**config.mk**
```make
export PLATFORM = sky130hd
export DESIGN_NAME = tracked_object_zone_events
export DESIGN_NICKNAME = d
export VERILOG_FILES = /design/src/rtl/toze_pkg.sv /design/src/rtl/toze_div.sv /design/src/rtl/tracked_object_zone_events.sv
export SDC_FILE = /design/constraint.sdc
export NUM_CORES = 1
export LEC_CHECK = 0
export CAP_MARGIN = 5
export CORE_MARGIN = 1
export CORE_UTILIZATION = 60
export CTS_CLUSTER_DIAMETER = 40
export DETAILED_ROUTE_END_ITERATION = 7
export DONT_BUFFER_PORTS = 1
export PLACE_DENSITY = 0.84
export SLEW_MARGIN = 20
export SYNTH_ARGS = -nofsm -noshare
export SYNTH_HDL_FRONTEND = slang
export SYNTH_SLANG_ARGS = --single-unit
```
**constraint.sdc**
```tcl
create_clock -name i_clk -period 5.4 [get_ports i_clk]
set_input_delay 0.27 -clock i_clk [delete_from_list [all_inputs] [get_ports i_clk]]
set_output_delay 0.27 -clock i_clk [all_outputs]
set_load 0.01 [all_outputs]
```
**src/rtl/toze_pkg.sv**
```systemverilog
// Types and constants shared by the zone event block and its divider.
`timescale 1ns / 1ps

package toze_pkg;

    localparam int POS_W      = 12;
    localparam int SHIFT_W    = 13;
    localparam int SLOT_W     = 4;
    localparam int OP_W       = 2;
    localparam int Q_W        = 16;
    localparam int NORM_W     = Q_W + 1;
    localparam int DIFF_W     = POS_W + 3;
    localparam int SPAN_W     = POS_W + 1;
    localparam int CFG_IDX_W  = 3;
    localparam int CFG_DATA_W = SHIFT_W;
    localparam int IN_DATA_W  = 32;
    localparam int OUT_DATA_W = 40;

    typedef enum logic [OP_W-1:0] {
        OP_APPEARED,
        OP_MOVED,
        OP_VANISHED,
        OP_UNUSED
    } t_op;

    typedef enum logic [1:0] {
        ST_DEAD,
        ST_IN,
        ST_OUT
    } t_status;

    typedef enum logic [1:0] {
        EV_JOINED,
        EV_MOVED,
        EV_LEFT
    } t_evt;

    typedef enum logic [CFG_IDX_W-1:0] {
        CFG_AREA_LEFT,
        CFG_AREA_TOP,
        CFG_AREA_RIGHT,
        CFG_AREA_BOTTOM,
        CFG_SHIFT_X,
        CFG_SHIFT_Y
    } t_cfg_idx;

    typedef enum logic [1:0] {
        S_IDLE,
        S_PREP,
        S_DIV,
        S_DONE
    } t_state;

    typedef enum logic [1:0] {
        AX_ZERO,
        AX_FULL,
        AX_DIV
    } t_axis;

endpackage

```
**src/rtl/toze_div.sv**
```systemverilog
// Bit-serial restoring divider: Q0.16 quotient of a fraction below one.
`timescale 1ns / 1ps

module toze_div (
    input  logic                        i_clk,
    input  logic                        i_rst_n,
    input  logic                        i_start,
    input  logic [toze_pkg::POS_W-1:0]  i_dividend,
    input  logic [toze_pkg::POS_W-1:0]  i_divisor,
    output logic                        o_done,
    output logic [toze_pkg::Q_W-1:0]    o_quot
);

    localparam int CNT_W = $clog2(toze_pkg::Q_W + 1);

    logic [CNT_W-1:0]           r_cnt,  n_cnt;
    logic [toze_pkg::POS_W-1:0] r_rem,  n_rem;
    logic [toze_pkg::POS_W-1:0] r_div,  n_div;
    logic [toze_pkg::Q_W-1:0]   r_quot, n_quot;
    logic                       r_done, n_done;

    logic [toze_pkg::POS_W:0]   w_trial;
    logic [toze_pkg::POS_W:0]   w_diff;
    logic                       w_ge;

    assign w_trial = {r_rem, 1'b0};
    assign w_diff  = w_trial - {1'b0, r_div};
    assign w_ge    = (w_trial >= {1'b0, r_div});

    always_comb begin
        n_cnt  = r_cnt;
        n_rem  = r_rem;
        n_div  = r_div;
        n_quot = r_quot;
        n_done = 1'b0;
        if (i_start) begin
            n_rem = i_dividend;
            n_div = i_divisor;
            n_cnt = CNT_W'(toze_pkg::Q_W);
        end else if (r_cnt != '0) begin
            n_rem  = w_ge ? w_diff[toze_pkg::POS_W-1:0] : w_trial[toze_pkg::POS_W-1:0];
            n_quot = {r_quot[toze_pkg::Q_W-2:0], w_ge};
            n_cnt  = r_cnt - CNT_W'(1);
            n_done = (r_cnt == CNT_W'(1));
        end
    end

    always_ff @(posedge i_clk) begin
        if (!i_rst_n) begin
            r_cnt  <= '0;
            r_done <= 1'b0;
        end else begin
            r_cnt  <= n_cnt;
            r_done <= n_done;
        end
        r_rem  <= n_rem;
        r_div  <= n_div;
        r_quot <= n_quot;
    end

    assign o_done = r_done;
    assign o_quot = r_quot;

`ifndef SYNTHESIS
    a_start_runs: assert property (@(posedge i_clk) disable iff (!i_rst_n)
        i_start |=> (r_cnt == CNT_W'(toze_pkg::Q_W)))
        else $error("divider did not load its step count");
    a_done_single: assert property (@(posedge i_clk) disable iff (!i_rst_n)
        r_done |=> !r_done)
        else $error("divider done held for more than one cycle");
    a_done_idle: assert property (@(posedge i_clk) disable iff (!i_rst_n)
        r_done |-> (r_cnt == '0))
        else $error("divider done while steps remain");
`endif

endmodule

```
**src/rtl/tracked_object_zone_events.sv**
```systemverilog
// Top level: tracked-object events to area joined, moved and left events.
`timescale 1ns / 1ps
//
//  channel   direction  handshake                 payload
//  s_axis    in         s_axis_tvalid/tready      tdata x,y,slot; tuser opcode
//  m_axis    out        m_axis_tvalid/tready      tdata slot,norm_x,norm_y; tuser code
//  cfg       in         i_cfg_valid/o_cfg_ready   i_cfg_index, i_cfg_data
//
//  After a word is accepted the block offsets and classifies both axes and
//  loads the dividers, runs 16 bit-serial quotient steps (both axes at once),
//  waits for the divider done flag and then decides the event.
//  A new word is taken only while no earlier word is in progress.
//  A word with opcode 3 or an unused slot is dropped on acceptance.
//  Reset is synchronous; it marks every slot dead and loads the default area.
//  A result that waits in the output register holds the block in its last
//  step; the next word is taken once the block is back to idle.

module tracked_object_zone_events #(
    parameter int MAX_SLOTS    = 16,
    parameter int FRAME_WIDTH  = 640,
    parameter int FRAME_HEIGHT = 480
) (
    input  logic                               i_clk,
    input  logic                               i_rst_n,
    input  logic                               s_axis_tvalid,
    output logic                               s_axis_tready,
    // [11:0] x_pos, [23:12] y_pos, [27:24] slot, [31:28] zero
    input  logic [toze_pkg::IN_DATA_W-1:0]     s_axis_tdata,
    // [1:0] opcode
    input  logic [toze_pkg::OP_W-1:0]          s_axis_tuser,
    output logic                               m_axis_tvalid,
    input  logic                               m_axis_tready,
    // [3:0] event_slot, [20:4] norm_x, [37:21] norm_y, [39:38] zero
    output logic [toze_pkg::OUT_DATA_W-1:0]    m_axis_tdata,
    // [1:0] event_code
    output logic [1:0]                         m_axis_tuser,
    input  logic                               i_cfg_valid,
    output logic                               o_cfg_ready,
    input  logic [toze_pkg::CFG_IDX_W-1:0]     i_cfg_index,
    input  logic [toze_pkg::CFG_DATA_W-1:0]    i_cfg_data
);

    localparam int SLOT_DEPTH = (MAX_SLOTS < 16) ? MAX_SLOTS : 16;
    localparam int SLOT_AW    = (SLOT_DEPTH > 1) ? $clog2(SLOT_DEPTH) : 1;
    localparam int SLOT_N     = 2 ** SLOT_AW;
    localparam logic [8:0] SLOT_LIMIT = 9'(MAX_SLOTS);
    localparam int PW = toze_pkg::POS_W;
    localparam int DW = toze_pkg::DIFF_W;
    localparam int SW = toze_pkg::SPAN_W;

    // configuration
    logic [PW-1:0]                  r_area_left, r_area_top, r_area_right, r_area_bottom;
    logic [toze_pkg::SHIFT_W-1:0]   r_shift_x, r_shift_y;

    // control and item
    toze_pkg::t_state               r_state, n_state;
    toze_pkg::t_op                  r_op, n_op;
    logic [PW-1:0]                  r_x_pos, n_x_pos, r_y_pos, n_y_pos;
    logic [toze_pkg::SLOT_W-1:0]    r_slot, n_slot;
    toze_pkg::t_axis                r_x_kind, n_x_kind, r_y_kind, n_y_kind;
    logic                           r_x_in, n_x_in, r_y_in, n_y_in;
    toze_pkg::t_status              r_status [SLOT_N];

    // output register
    logic                           r_out_valid, n_out_valid;
    logic [toze_pkg::OUT_DATA_W-1:0] r_out_data, n_out_data;
    toze_pkg::t_evt                 r_out_user, n_out_user;

    logic                           w_accept;
    logic                           w_keep;
    logic signed [DW-1:0]           w_dx, w_dy;
    logic signed [SW-1:0]           w_sx, w_sy;
    toze_pkg::t_axis                w_x_kind, w_y_kind;
    logic                           w_x_in, w_y_in;
    logic                           w_div_start;
    logic                           w_done_x, w_done_y;
    logic [toze_pkg::Q_W-1:0]       w_quot_x, w_quot_y;
    logic [toze_pkg::NORM_W-1:0]    w_norm_x, w_norm_y;
    logic [SLOT_AW-1:0]             w_idx;
    toze_pkg::t_status              w_st, w_new_st;
    toze_pkg::t_evt                 w_code;
    logic                           w_emit;
    logic                           w_free;
    logic                           w_load;
    logic                           w_st_we;

    function automatic toze_pkg::t_axis axis_kind(input logic signed [DW-1:0] d,
                                                  input logic signed [SW-1:0] s);
        logic signed [DW-1:0] s_ext;
        s_ext = DW'(s);
        if (s <= 0 || d < 0)
            axis_kind = toze_pkg::AX_ZERO;
        else if (d >= s_ext)
            axis_kind = toze_pkg::AX_FULL;
        else
            axis_kind = toze_pkg::AX_DIV;
    endfunction

    function automatic logic axis_in(input logic signed [DW-1:0] d,
                                     input logic signed [SW-1:0] s);
        logic signed [DW-1:0] s_ext;
        s_ext = DW'(s);
        axis_in = (s > 0) && (d >= 0) && (d <= s_ext);
    endfunction

    function automatic logic [toze_pkg::NORM_W-1:0] axis_norm(input toze_pkg::t_axis k,
            input logic [toze_pkg::Q_W-1:0] q);
        unique case (k)
            toze_pkg::AX_FULL: axis_norm = {1'b1, {toze_pkg::Q_W{1'b0}}};
            toze_pkg::AX_DIV:  axis_norm = {1'b0, q};
            default:           axis_norm = '0;
        endcase
    endfunction

    assign s_axis_tready = (r_state == toze_pkg::S_IDLE);
    assign o_cfg_ready   = 1'b1;
    assign w_accept      = s_axis_tvalid && s_axis_tready;
    assign w_keep        = (s_axis_tuser != toze_pkg::OP_UNUSED)
                        && ({5'b0, s_axis_tdata[27:24]} < SLOT_LIMIT);

    assign w_dx = $signed({3'b0, r_x_pos}) + DW'($signed(r_shift_x))
                - $signed({3'b0, r_area_left});
    assign w_dy = $signed({3'b0, r_y_pos}) + DW'($signed(r_shift_y))
                - $signed({3'b0, r_area_top});
    assign w_sx = $signed({1'b0, r_area_right})  - $signed({1'b0, r_area_left});
    assign w_sy = $signed({1'b0, r_area_bottom}) - $signed({1'b0, r_area_top});

    assign w_x_kind = axis_kind(w_dx, w_sx);
    assign w_y_kind = axis_kind(w_dy, w_sy);
    assign w_x_in   = axis_in(w_dx, w_sx);
    assign w_y_in   = axis_in(w_dy, w_sy);

    assign w_div_start = (r_state == toze_pkg::S_PREP);

    toze_div u_div_x (
        .i_clk      (i_clk),
        .i_rst_n    (i_rst_n),
        .i_start    (w_div_start),
        .i_dividend (w_dx[PW-1:0]),
        .i_divisor  (w_sx[PW-1:0]),
        .o_done     (w_done_x),
        .o_quot     (w_quot_x)
    );

    toze_div u_div_y (
        .i_clk      (i_clk),
        .i_rst_n    (i_rst_n),
        .i_start    (w_div_start),
        .i_dividend (w_dy[PW-1:0]),
        .i_divisor  (w_sy[PW-1:0]),
        .o_done     (w_done_y),
        .o_quot     (w_quot_y)
    );

    assign w_norm_x = axis_norm(r_x_kind, w_quot_x);
    assign w_norm_y = axis_norm(r_y_kind, w_quot_y);
    assign w_idx    = r_slot[SLOT_AW-1:0];
    assign w_st     = r_status[w_idx];
    assign w_free   = !r_out_valid || m_axis_tready;

    // event decision
    always_comb begin
        w_emit   = 1'b0;
        w_code   = toze_pkg::EV_JOINED;
        w_new_st = w_st;
        unique case (r_op)
            toze_pkg::OP_APPEARED: begin
                if (r_x_in && r_y_in) begin
                    w_emit   = 1'b1;
                    w_new_st = toze_pkg::ST_IN;
                end else begin
                    w_new_st = toze_pkg::ST_OUT;
                end
            end
            toze_pkg::OP_MOVED: begin
                if (r_x_in && r_y_in) begin
                    w_emit   = 1'b1;
                    w_code   = (w_st == toze_pkg::ST_IN) ? toze_pkg::EV_MOVED
                                                         : toze_pkg::EV_JOINED;
                    w_new_st = toze_pkg::ST_IN;
                end else begin
                    w_emit   = (w_st == toze_pkg::ST_IN);
                    w_code   = toze_pkg::EV_LEFT;
                    w_new_st = toze_pkg::ST_OUT;
                end
            end
            toze_pkg::OP_VANISHED: begin
                w_emit   = (w_st == toze_pkg::ST_IN);
                w_code   = toze_pkg::EV_LEFT;
                w_new_st = toze_pkg::ST_DEAD;
            end
            default: begin
                w_emit = 1'b0;
            end
        endcase
    end

    always_comb begin
        n_state     = r_state;
        n_op        = r_op;
        n_x_pos     = r_x_pos;
        n_y_pos     = r_y_pos;
        n_slot      = r_slot;
        n_x_kind    = r_x_kind;
        n_y_kind    = r_y_kind;
        n_x_in      = r_x_in;
        n_y_in      = r_y_in;
        n_out_valid = r_out_valid && !m_axis_tready;
        n_out_data  = r_out_data;
        n_out_user  = r_out_user;
        w_load      = 1'b0;
        w_st_we     = 1'b0;
        unique case (r_state)
            toze_pkg::S_IDLE: begin
                if (w_accept && w_keep) begin
                    n_op    = toze_pkg::t_op'(s_axis_tuser);
                    n_x_pos = s_axis_tdata[11:0];
                    n_y_pos = s_axis_tdata[23:12];
                    n_slot  = s_axis_tdata[27:24];
                    n_state = toze_pkg::S_PREP;
                end
            end
            toze_pkg::S_PREP: begin
                n_x_kind = w_x_kind;
                n_y_kind = w_y_kind;
                n_x_in   = w_x_in;
                n_y_in   = w_y_in;
                n_state  = toze_pkg::S_DIV;
            end
            toze_pkg::S_DIV: begin
                if (w_done_x && w_done_y) begin
                    n_state = toze_pkg::S_DONE;
                end
            end
            toze_pkg::S_DONE: begin
                if (w_free) begin
                    w_st_we = 1'b1;
                    w_load  = w_emit;
                    n_state = toze_pkg::S_IDLE;
                    if (w_emit) begin
                        n_out_valid = 1'b1;
                        n_out_user  = w_code;
                        n_out_data  = {2'b00, w_norm_y, w_norm_x, r_slot};
                    end
                end
            end
            default: begin
                n_state = toze_pkg::S_IDLE;
            end
        endcase
    end

    always_ff @(posedge i_clk) begin
        if (!i_rst_n) begin
            r_state     <= toze_pkg::S_IDLE;
            r_out_valid <= 1'b0;
        end else begin
            r_state     <= n_state;
            r_out_valid <= n_out_valid;
        end
        r_op       <= n_op;
        r_x_pos    <= n_x_pos;
        r_y_pos    <= n_y_pos;
        r_slot     <= n_slot;
        r_x_kind   <= n_x_kind;
        r_y_kind   <= n_y_kind;
        r_x_in     <= n_x_in;
        r_y_in     <= n_y_in;
        r_out_data <= n_out_data;
        r_out_user <= n_out_user;
    end

    always_ff @(posedge i_clk) begin
        if (!i_rst_n) begin
            for (int i = 0; i < SLOT_N; i++) begin
                r_status[i] <= toze_pkg::ST_DEAD;
            end
        end else if (w_st_we) begin
            r_status[w_idx] <= w_new_st;
        end
    end

    always_ff @(posedge i_clk) begin
        if (!i_rst_n) begin
            r_area_left   <= PW'(1);
            r_area_top    <= PW'(1);
            r_area_right  <= PW'(FRAME_WIDTH);
            r_area_bottom <= PW'(FRAME_HEIGHT);
            r_shift_x     <= '0;
            r_shift_y     <= '0;
        end else if (i_cfg_valid) begin
            unique case (i_cfg_index)
                toze_pkg::CFG_AREA_LEFT:   r_area_left   <= i_cfg_data[PW-1:0];
                toze_pkg::CFG_AREA_TOP:    r_area_top    <= i_cfg_data[PW-1:0];
                toze_pkg::CFG_AREA_RIGHT:  r_area_right  <= i_cfg_data[PW-1:0];
                toze_pkg::CFG_AREA_BOTTOM: r_area_bottom <= i_cfg_data[PW-1:0];
                toze_pkg::CFG_SHIFT_X:     r_shift_x     <= i_cfg_data;
                toze_pkg::CFG_SHIFT_Y:     r_shift_y     <= i_cfg_data;
                default: ;
            endcase
        end
    end

    assign m_axis_tvalid = r_out_valid;
    assign m_axis_tdata  = r_out_data;
    assign m_axis_tuser  = r_out_user;

`ifndef SYNTHESIS
    a_load_free: assert property (@(posedge i_clk) disable iff (!i_rst_n)
        w_load |-> (!r_out_valid || m_axis_tready))
        else $error("result loaded over a word not yet taken");
    a_div_in_step: assert property (@(posedge i_clk) disable iff (!i_rst_n)
        (w_done_x || w_done_y) |-> (r_state == toze_pkg::S_DIV))
        else $error("divider finished outside the divide step");
    a_div_lockstep: assert property (@(posedge i_clk) disable iff (!i_rst_n)
        w_done_x == w_done_y)
        else $error("axis dividers out of step");
    a_moved_inside: assert property (@(posedge i_clk) disable iff (!i_rst_n)
        (w_load && w_code != toze_pkg::EV_LEFT) |=> (r_status[$past(w_idx)] == toze_pkg::ST_IN))
        else $error("joined or moved event without slot marked inside");
`endif

endmodule

```
==> run summary, run 1 <==
The core utilization of the finished layout was 68.8%; the pin count of the biggest net entering global routing was 97. The count of final max-slew check failures was 0; the deepest clock path buffer count was 3. For the pin with the worst max-slew slack, the measured transition is 0.908 ns. The sum of negative setup slack was 0 ns; the clock period minus final worst setup slack was 4.89 ns.

The number of clock buffers added by TritonCTS is 37. The logs give 14800 um for the wire length the detailed router placed on met1 and 11640 for the total via count in the routed design. Of all nets on the critical path, the largest fanout is 3.

The synthesized netlist devotes 13.4% of its cell area to compound gates. In the synthesized netlist the async set-or-reset flop fraction comes to 0%. Total track usage: 26.5%. After synthesis, the largest family of logic cells by area is simple AND/OR/NAND/NOR gates. IR analysis of the VDD net gives a maximum drop of 0.440 mV.

The run gives 204 MHz as the peak clock frequency supported by timing. After clock tree synthesis, the setup repair step added 0 buffers. The final-report hold violation count is 0, and the met3 layer wire length in the routed design is 2480 um. Summed over all layers, the global routing overflow is 0. For the total wirelength of the detailed-routed design, the log shows 35300 um. Buffers placed on the I/O ports in this run total 0.

The run gives 0 as the number of max-capacitance violations reported. Hold timing on the final database bottoms out at a slack of 0.0650 ns. Wire segments on met2 add up to 16700 um in the final route. The residual antenna-violating net count after detailed routing was 0. After the last flow step, the layout net total stands at 1831. The H-tree was split into 2 levels. The tools report the worst-case clock skew as 0.0165 ns. Setup repair after global routing left no endpoint under its margin.

After detailed routing, the number of remaining DRC violations is 0. The tools report the via count of the first global-routing pass as 11506. After synthesis, the netlist uses 76 different library cells. Number of cell rows: 59. For this configuration, the core starts out at a cell density of 61.0%.

Required time of the critical path: 5.66 ns. At the placement stage, the worst setup path has a slack of 0.666 ns. Synthesis inferred 281 register bits. The filler cells instantiated in the layout total 1753.

Counting every instance in the synthesized netlist gives 1578. The adder and majority gate portion of the synthesized area is 13.0%. The die covers 27200 um2.

Setup violations remaining at the end of the flow were counted as 0. The leakage power is 7.17 nW, and the summed instance area of the synthesized netlist is 15900 um2. TritonCTS built the clock tree.

The congestion estimate from routability-driven global placement came to 0.865. The fraction of synthesized area in multiplexers is 2.20%, and the latest clock arrival within the worst-skew pair is 0.53 ns. The topmost layer with routed signal wires was met4. The sequential element share of the synthesized area came out at 47.2%. The flow ran to the end, and the final reports show no timing, DRC or antenna violations. The die span in x works out to 165 um.

The sequential group share of total power is 35.7%. The cell internal power dissipation was 5.72 mW; the number of ports placed on the die boundary was 100. For the initial antenna violation count, the log shows 1. By startpoint and endpoint, the worst setup path is classified as reg2reg. After detailed routing, the average wire length per cell comes to 17.7 um. The average cell area after synthesis is 10.1 um2, and the basic-gate share of the synthesized area counting and, or, nand and nor cells is 15.3%. Yosys mapped a number of flops with a built-in enable equal to 188. The period utilization came out at 90.6%. The cell sitting at the root of the clock tree is a sky130_fd_sc_hd__clkbuf_16. Across all setup checks in the final design, the least slack found is 0.507 ns. Category of the worst setup path capture point: a flop. Summing the areas of all xor and xnor instances in the mapped netlist gives 2.86% of the synthesized area.

For this run, the leading register cell type out of synthesis is sky130_fd_sc_hd__edfxtp_1. The die is 165 um tall. The startpoint type of the worst setup path is a flop.

The power per standard cell area is 496 nW/um2, and the HPWL after detailed placement is 23800 um. From synthesis to final layout, the design area changed by 12.8%. At the worst endpoint, the arrival time is 5.15 ns. The clock network fraction of total power was 27.1%; the clock transition at the registers of the reported paths was 0.06 ns. The net switching component of the power is 3.17 mW. The first TritonRoute pass finished after 6 iterations.

In this run, the number of DRC markers left after iteration 0 of detailed routing was 1086. The tree built by TritonCTS fans out to 281 sinks. The first global-routing pass estimated 56600 um of wire. The switching power share of the total was 35.7%; the proportion of power drawn by combinational gates was 37.2%. The worst slew slack as a fraction of its limit was 39.5%; the core area was 26100 um2. Total of warnings raised by yosys: 0.

The fraction of final layout cells with drive strength greater than 1 came out at 6.82%. After detailed routing, the number of vias per cell comes to 5.84. In this run the worst hold path is classified as in2reg.
-- critical path, cell delays in order (launching register included) --
cell and delay [ns]:
sky130_fd_sc_hd__dfxtp_1 0.34, sky130_fd_sc_hd__fa_1 0.54, sky130_fd_sc_hd__inv_1 0.07, sky130_fd_sc_hd__ha_1 0.32, sky130_fd_sc_hd__a211o_1 0.34, sky130_fd_sc_hd__a2111oi_0 0.65
sky130_fd_sc_hd__o31ai_1 0.23, sky130_fd_sc_hd__o41ai_2 0.41, sky130_fd_sc_hd__o21bai_1 0.12, sky130_fd_sc_hd__a21oi_1 0.19, sky130_fd_sc_hd__ha_1 0.18, sky130_fd_sc_hd__nand4_1 0.11
sky130_fd_sc_hd__or3_1 0.38, sky130_fd_sc_hd__a31oi_1 0.17, sky130_fd_sc_hd__nor3_1 0.10, sky130_fd_sc_hd__mux2i_1 0.25, sky130_fd_sc_hd__nor2b_1 0.17, sky130_fd_sc_hd__a211oi_1 0.05
-- per-layer routing --
layer,track usage (%),vias up
met5,0,-
met4,11.1,0
met3,4.29,110
met2,44.1,516
met1,34.4,5457
li1,-,5557
-- placed cells by master (no fill, tap or decap), drive strengths merged, types with 18 or more instances in the layout --
cell type    netlist  routed
a211oi            22      22
a21boi            69      69
a21o              19      19
a21oi             47      47
and2              38      38
clkbuf            40      42
dfxtp             93      93
dlygate4sd3        0      46
edfxtp           188     188
fa                28      28
ha               120     120
inv              198     209
nand2            234     234
nand3             31      31
nor2             115     115
nor2b             27      27
nor3              31      31
o21ai             34      34
xnor2             34      34
xor2              18      18
-- area by class of cell --
type	instances	area (um2)	area share, %
repair buffers	57	563	3.14
inverters	199	747	4.16
clock inverters	25	253	1.41
multi-input cells	1052	7470	41.6
diodes	1	2.50	0.0140
well taps	335	419	2.34
flip-flops and latches	281	7510	41.9
clock buffers	42	976	5.44
-- power groups by stage --
stage,logic [mW],clock network [mW],registers (mW)
after floorplan,2.52,0,3.13
after global placement,3.04,0,3.19
after detailed placement,3.18,0,3.21
after CTS,3.28,2.44,3.18
after global routing,3.65,2.52,3.23
final,3.30,2.41,3.17
-- cells by family after synthesis --
logic type | after synthesis
fa+ha+maj | 148
xor+xnor | 52
mux | 22
compound gates | 292
flops | 281
buf+inv | 246
simple gates | 535
other cells | 2
-- flip-flops by register name, summed over array words and instances (netlist names), 12 cells and up, named ones only --
name,cells
r_y_pos,12
u_div_x.r_div,12
m_axis_tdata,38
u_div_x.r_rem,12
u_div_y.r_rem,12
r_area_bottom,12
u_div_x.o_quot,16
u_div_y.o_quot,16
u_div_y.r_div,12
r_area_top,12
r_status,32
r_area_right,12
r_x_pos,12
r_shift_x,13
r_area_left,12
r_shift_y,13
-- timing repair --
item,in CTS,in global routing
resized for setup,0,0
hold buffers,47,0
endpoints found under the hold margin,149,0
-- synthesized netlist by cell type, drive strengths merged, types with 3 or more instances --
cell	instances	area [um2]
o31ai	13	97.6
nor3b	6	45.0
nor2b	27	171
nor2	115	434
o21a	16	120
and2	38	238
o31a	4	35.0
ha	120	1500
xor2	18	158
a31oi	11	75.1
nor3	31	155
and3	5	31.3
a21oi	47	246
a2111oi	4	72.6
o211ai	7	52.6
a211o	5	43.8
a21o	19	143
nand2b	10	62.6
a41oi	6	52.6
buf	7	48.8
a21boi	69	518
mux4	10	225
mux2i	8	80.1
nand2	234	878
or2	8	50.1
o2111ai	4	35.0
mux2	4	45.0
o21bai	6	48.8
nand3	31	155
o21ai	34	170
or3	6	37.5
edfxtp	188	5650
dfxtp	93	1860
a221o	3	30.0
a211oi	22	165
xnor2	34	298
inv	198	743
nand4	14	87.6
o311ai	6	70.1
fa	28	561
clkbuf	40	150
-- path summary, 6_finish.rpt --
check	endpoint	slack (ns)	from	depth (start not counted)
max	r_y_kind[0]	0.51	r_area_top[1]	17
min	u_div_y.r_cnt[3]	0.07	i_rst_n	3
max reg2reg	r_y_kind[0]	0.51	r_area_top[1]	17
min reg2reg	u_div_y.o_quot[6]	0.44	u_div_y.o_quot[5]	0
-- metrics by stage --
stage	std cells	total power, mW	instance area, um2
6_report	1992	8.89	17900
5_1_grt	1992	9.40	17900
4_1_cts	1991	8.89	17900
3_5_place_dp	1877	6.39	16200
3_3_place_gp	1877	6.23	16200
2_1_floorplan	1579	5.64	15900
No activity file was read; power rests on OpenSTA's default activity.
==> run 2, diff against run 1 <==
--- a/config.mk
+++ b/config.mk
@@ -6,12 +6,14 @@
 export NUM_CORES = 1
 export LEC_CHECK = 0
 export CAP_MARGIN = 5
+export CELL_PAD_IN_SITES_DETAIL_PLACEMENT = 0
+export CELL_PAD_IN_SITES_GLOBAL_PLACEMENT = 1
 export CORE_MARGIN = 1
-export CORE_UTILIZATION = 60
+export CORE_UTILIZATION = 51
 export CTS_CLUSTER_DIAMETER = 40
 export DETAILED_ROUTE_END_ITERATION = 7
 export DONT_BUFFER_PORTS = 1
-export PLACE_DENSITY = 0.84
+export PLACE_DENSITY = 0.88
 export SLEW_MARGIN = 20
 export SYNTH_ARGS = -nofsm -noshare
 export SYNTH_HDL_FRONTEND = slang
==> run summary, run 2 (synthesis gave the netlist of run 1 again) <==
The flow ran to the end, and the final reports show no timing, DRC or antenna violations. The post-cts resize count was 0 (unchanged); the number of buffers inserted by post-CTS setup repair was 0 (unchanged). For the count of routing violations after the opening detailed-route iteration, the log shows 770 (-29%). The worst setup path is of the reg2reg kind. The library cells used most frequently in the layout, excluding fill and tap cells, are sky130_fd_sc_hd__nand2_1, sky130_fd_sc_hd__inv_1, sky130_fd_sc_hd__edfxtp_1. The switching power share of the total was 34.5% (-1.2 points); the number of antenna cells inserted was 0 (-1). Setup repair after global routing left no endpoint under its margin. The proportion of power drawn by combinational gates was 35.6% (-1.6 points).

Fraction of final layout cells with drive strength greater than 1: 6.98% (+0.15 points). The total track usage was 21.8% (-4.7 points). The tools report the total wirelength of the detailed-routed design as 34000 um (-3.8%). Clock tree synthesis selected as its root buffer the cell sky130_fd_sc_hd__clkbuf_16. The period utilization is 87.1% (-3.5 points), and the leakage power is 7.24 nW (+0.94%). Number of instances in the placed design: 1937 (+3.2%).

The detail-routed via count per cell works out to 5.42 (-7.2%). The final-layout fill cell count came out at 2554 (+46%). The tools report the net switching component of the power as 3.14 mW (-0.93%).

Detailed-route wire length per cell: 16.5 um (-6.9%). The peak clock frequency supported by timing was 213 MHz (+4.1%); the power per standard cell area was 501 nW/um2 (+1.1%). The tools report the number of design rule violations left after detail routing as 0 (unchanged). TritonCTS built the clock tree. The class of the tightest hold or removal check is in2reg.

Deepest clock path buffer count: 3 (unchanged). The total via count in the routed design came out at 11162 (-4.1%). For the data arrival time at the worst-slack endpoint, the log shows 4.98 ns (-0.17 ns). The remaining global-route overflow was 0 (unchanged); the transition time at the pin with the least slew margin was 0.904 ns (-0.00365 ns). The run gives 0.54 ns (about the same) as the latest clock arrival within the worst-skew pair. The number of max-capacitance violations reported came out at 0 (unchanged). The logs give 5.96 mW (+4.2%) for the cell internal power dissipation and 0.834 (-3.6%) for the global placement routability congestion.

The number of H-tree levels is 2 (unchanged). The logs give 7510 um2 (unchanged) for the register area and 10748 (-6.6%) for the via count of the first global-routing pass. The chip height is 179 um (+8.4%). The clock transition at the registers of the reported paths was 0.06 ns (about the same).

The most frequent standard cell in the layout excluding fill and tap cells was sky130_fd_sc_hd__nand2_1. The logs give 97 (unchanged) for the pin count of the biggest net entering global routing and 5.68 ns (+0.02 ns) for the required time of the critical path. The global-route wire length before repair came out at 54700 um (-3.4%). The sequential group share of total power is 34.8% (-0.9 points).

The tools report the number of clock sinks as 281 (unchanged). The tools report the multi-input combinational cell area as 7470 um2 (unchanged). The worst-case clock skew was 0.0231 ns (+0.00654 ns); the count of final max-slew check failures was 0 (unchanged). For the reg-to-reg setup timing slack, the log shows 0.70 ns (+0.19 ns). The final-report hold violation count is 0 (unchanged). The number of ports placed on the die boundary was 100 (unchanged).

STA classifies the critical path endpoint as a flop. For the core area, the log shows 30700 um2 (+18%). The final-report setup violation count was 0 (unchanged). The number of cell rows came out at 64 (+8.5%). The number of port buffers was 0 (unchanged); the signed area change from the synthesized netlist to the final layout was 14.2%. The initial standard-cell utilization of the core was 51.8% (-9.2 points); the cts-stage hold buffer count was 46 (-2.1%). The tools report the number of buffers inserted during clock tree synthesis as 41 (+11%).

The logs give 0 (-1) for the initial antenna violation count and 24100 um (+1.5%) for the HPWL after detailed placement. The setup slack after layout is 0.698 ns (+0.191 ns), and the clock network fraction of total power is 29.6% (+2.5 points). The final net count came out at 1833 (+0.11%). The worst slew slack as a fraction of its limit came out at 39.7% (+0.24 points). Residual antenna-violating net count after detailed routing: 0 (unchanged). The tools report the iteration count of the initial detailed-routing pass as 6 (unchanged). The peak ir drop on the vdd network came out at 0.240 mV (-46%). The tools report the pre-CTS setup slack as 0.670 ns (+0.00373 ns). The die span in x is 179 um (+8.4%), and the full die area is 31900 um2 (+17%). The tools report the startpoint type of the worst setup path as a flop.

The clock period minus final worst setup slack is 4.70 ns (-0.191 ns). The flip-flop count of the largest register, all copies and words added came out at 38 (unchanged). The number of standard cells in the layout, taps in and fillers out is 2059 (+3.4%), and the largest fanout of any net on the critical path is 3 (unchanged). The tools report the sum of negative setup slack as 0 ns (unchanged).
[run 2: changes by cell type in the layout (fill, tap and decap cells not counted)]
cell	delta
sky130_fd_sc_hd__inv_8	+1
sky130_fd_sc_hd__dlygate4sd3_1	-1
sky130_fd_sc_hd__clkinvlp_4	+1
sky130_fd_sc_hd__clkbuf_1	+6
sky130_fd_sc_hd__clkinv_2	-2
sky130_fd_sc_hd__clkbuf_8	+1
sky130_fd_sc_hd__clkbuf_16	+6
sky130_fd_sc_hd__diode_2	-1
sky130_fd_sc_hd__inv_16	-1
sky130_fd_sc_hd__clkinv_1	-1
sky130_fd_sc_hd__buf_4	-1
sky130_fd_sc_hd__inv_6	-3
sky130_fd_sc_hd__bufinv_16	+1
[run 2: power by group through the flow]
stage	registers (mW)	logic, mW	clock network [mW]
after global placement	3.19	3.07	0
after floorplan	3.13	2.52	0
after CTS	3.17	3.23	2.74
final	3.17	3.24	2.69
after global routing	3.22	3.65	2.82
after detailed placement	3.21	3.15	0
[run 2: worst paths after layout]
check / startpoint / to / cells past startpoint
worst max-delay path: r_shift_y[1] / r_y_kind[0] / 17
worst min-delay path: i_rst_n / u_div_x.r_cnt[3] / 3
worst max register to register: r_shift_y[1] / r_y_kind[0] / 17
worst min register to register: u_div_y.o_quot[13] / u_div_y.o_quot[14] / 0
[run 2: final cells by class]
cell class / instances / share of cell area, %
Clock buffer: 55 / 6.40
Clock inverter: 21 / 1.33
Inverter: 199 / 4.11
Multi-Input combinational cell: 1052 / 41.1
Sequential cell: 281 / 41.3
Tap cell: 396 / 2.73
Timing Repair Buffer: 55 / 3.00
[run 2: metrics by stage]
step | hold slack, ns | utilization, % | cell area, um2 | power, mW
after floorplan | 0.369 | - | 15900 | 5.64
after global placement | 0.369 | 53.1 | 16300 | 6.27
after detailed placement | 0.369 | 53.1 | 16300 | 6.36
after CTS | 0.0333 | 59.2 | 18200 | 9.15
after global routing | 0.0687 | 59.2 | 18200 | 9.70
final | 0.0605 | 59.2 | 18200 | 9.10
[run 2: worst max-delay path: stages, from the launching register on]
cell	delay, ns
sky130_fd_sc_hd__dfxtp_1	0.33
sky130_fd_sc_hd__inv_1	0.06
sky130_fd_sc_hd__fa_1	0.50
sky130_fd_sc_hd__inv_1	0.07
sky130_fd_sc_hd__ha_1	0.31
sky130_fd_sc_hd__a211o_1	0.33
sky130_fd_sc_hd__a2111oi_0	0.61
sky130_fd_sc_hd__o31ai_1	0.24
sky130_fd_sc_hd__o41ai_2	0.36
sky130_fd_sc_hd__xnor2_1	0.16
sky130_fd_sc_hd__ha_1	0.31
sky130_fd_sc_hd__nand4_1	0.11
sky130_fd_sc_hd__or3_1	0.36
sky130_fd_sc_hd__a31oi_1	0.16
sky130_fd_sc_hd__nor3_1	0.09
sky130_fd_sc_hd__mux2i_1	0.23
sky130_fd_sc_hd__nor2b_1	0.17
sky130_fd_sc_hd__a211oi_1	0.05
[run 2: routing by layer]
metal	track usage [%]	up-vias	share of wire, %
met4	6.74	0	2.3
met3	3.79	60	5.3
li1	-	5580	-
met1	30.9	5229	48
met5	0	-	0
met2	33.8	293	44
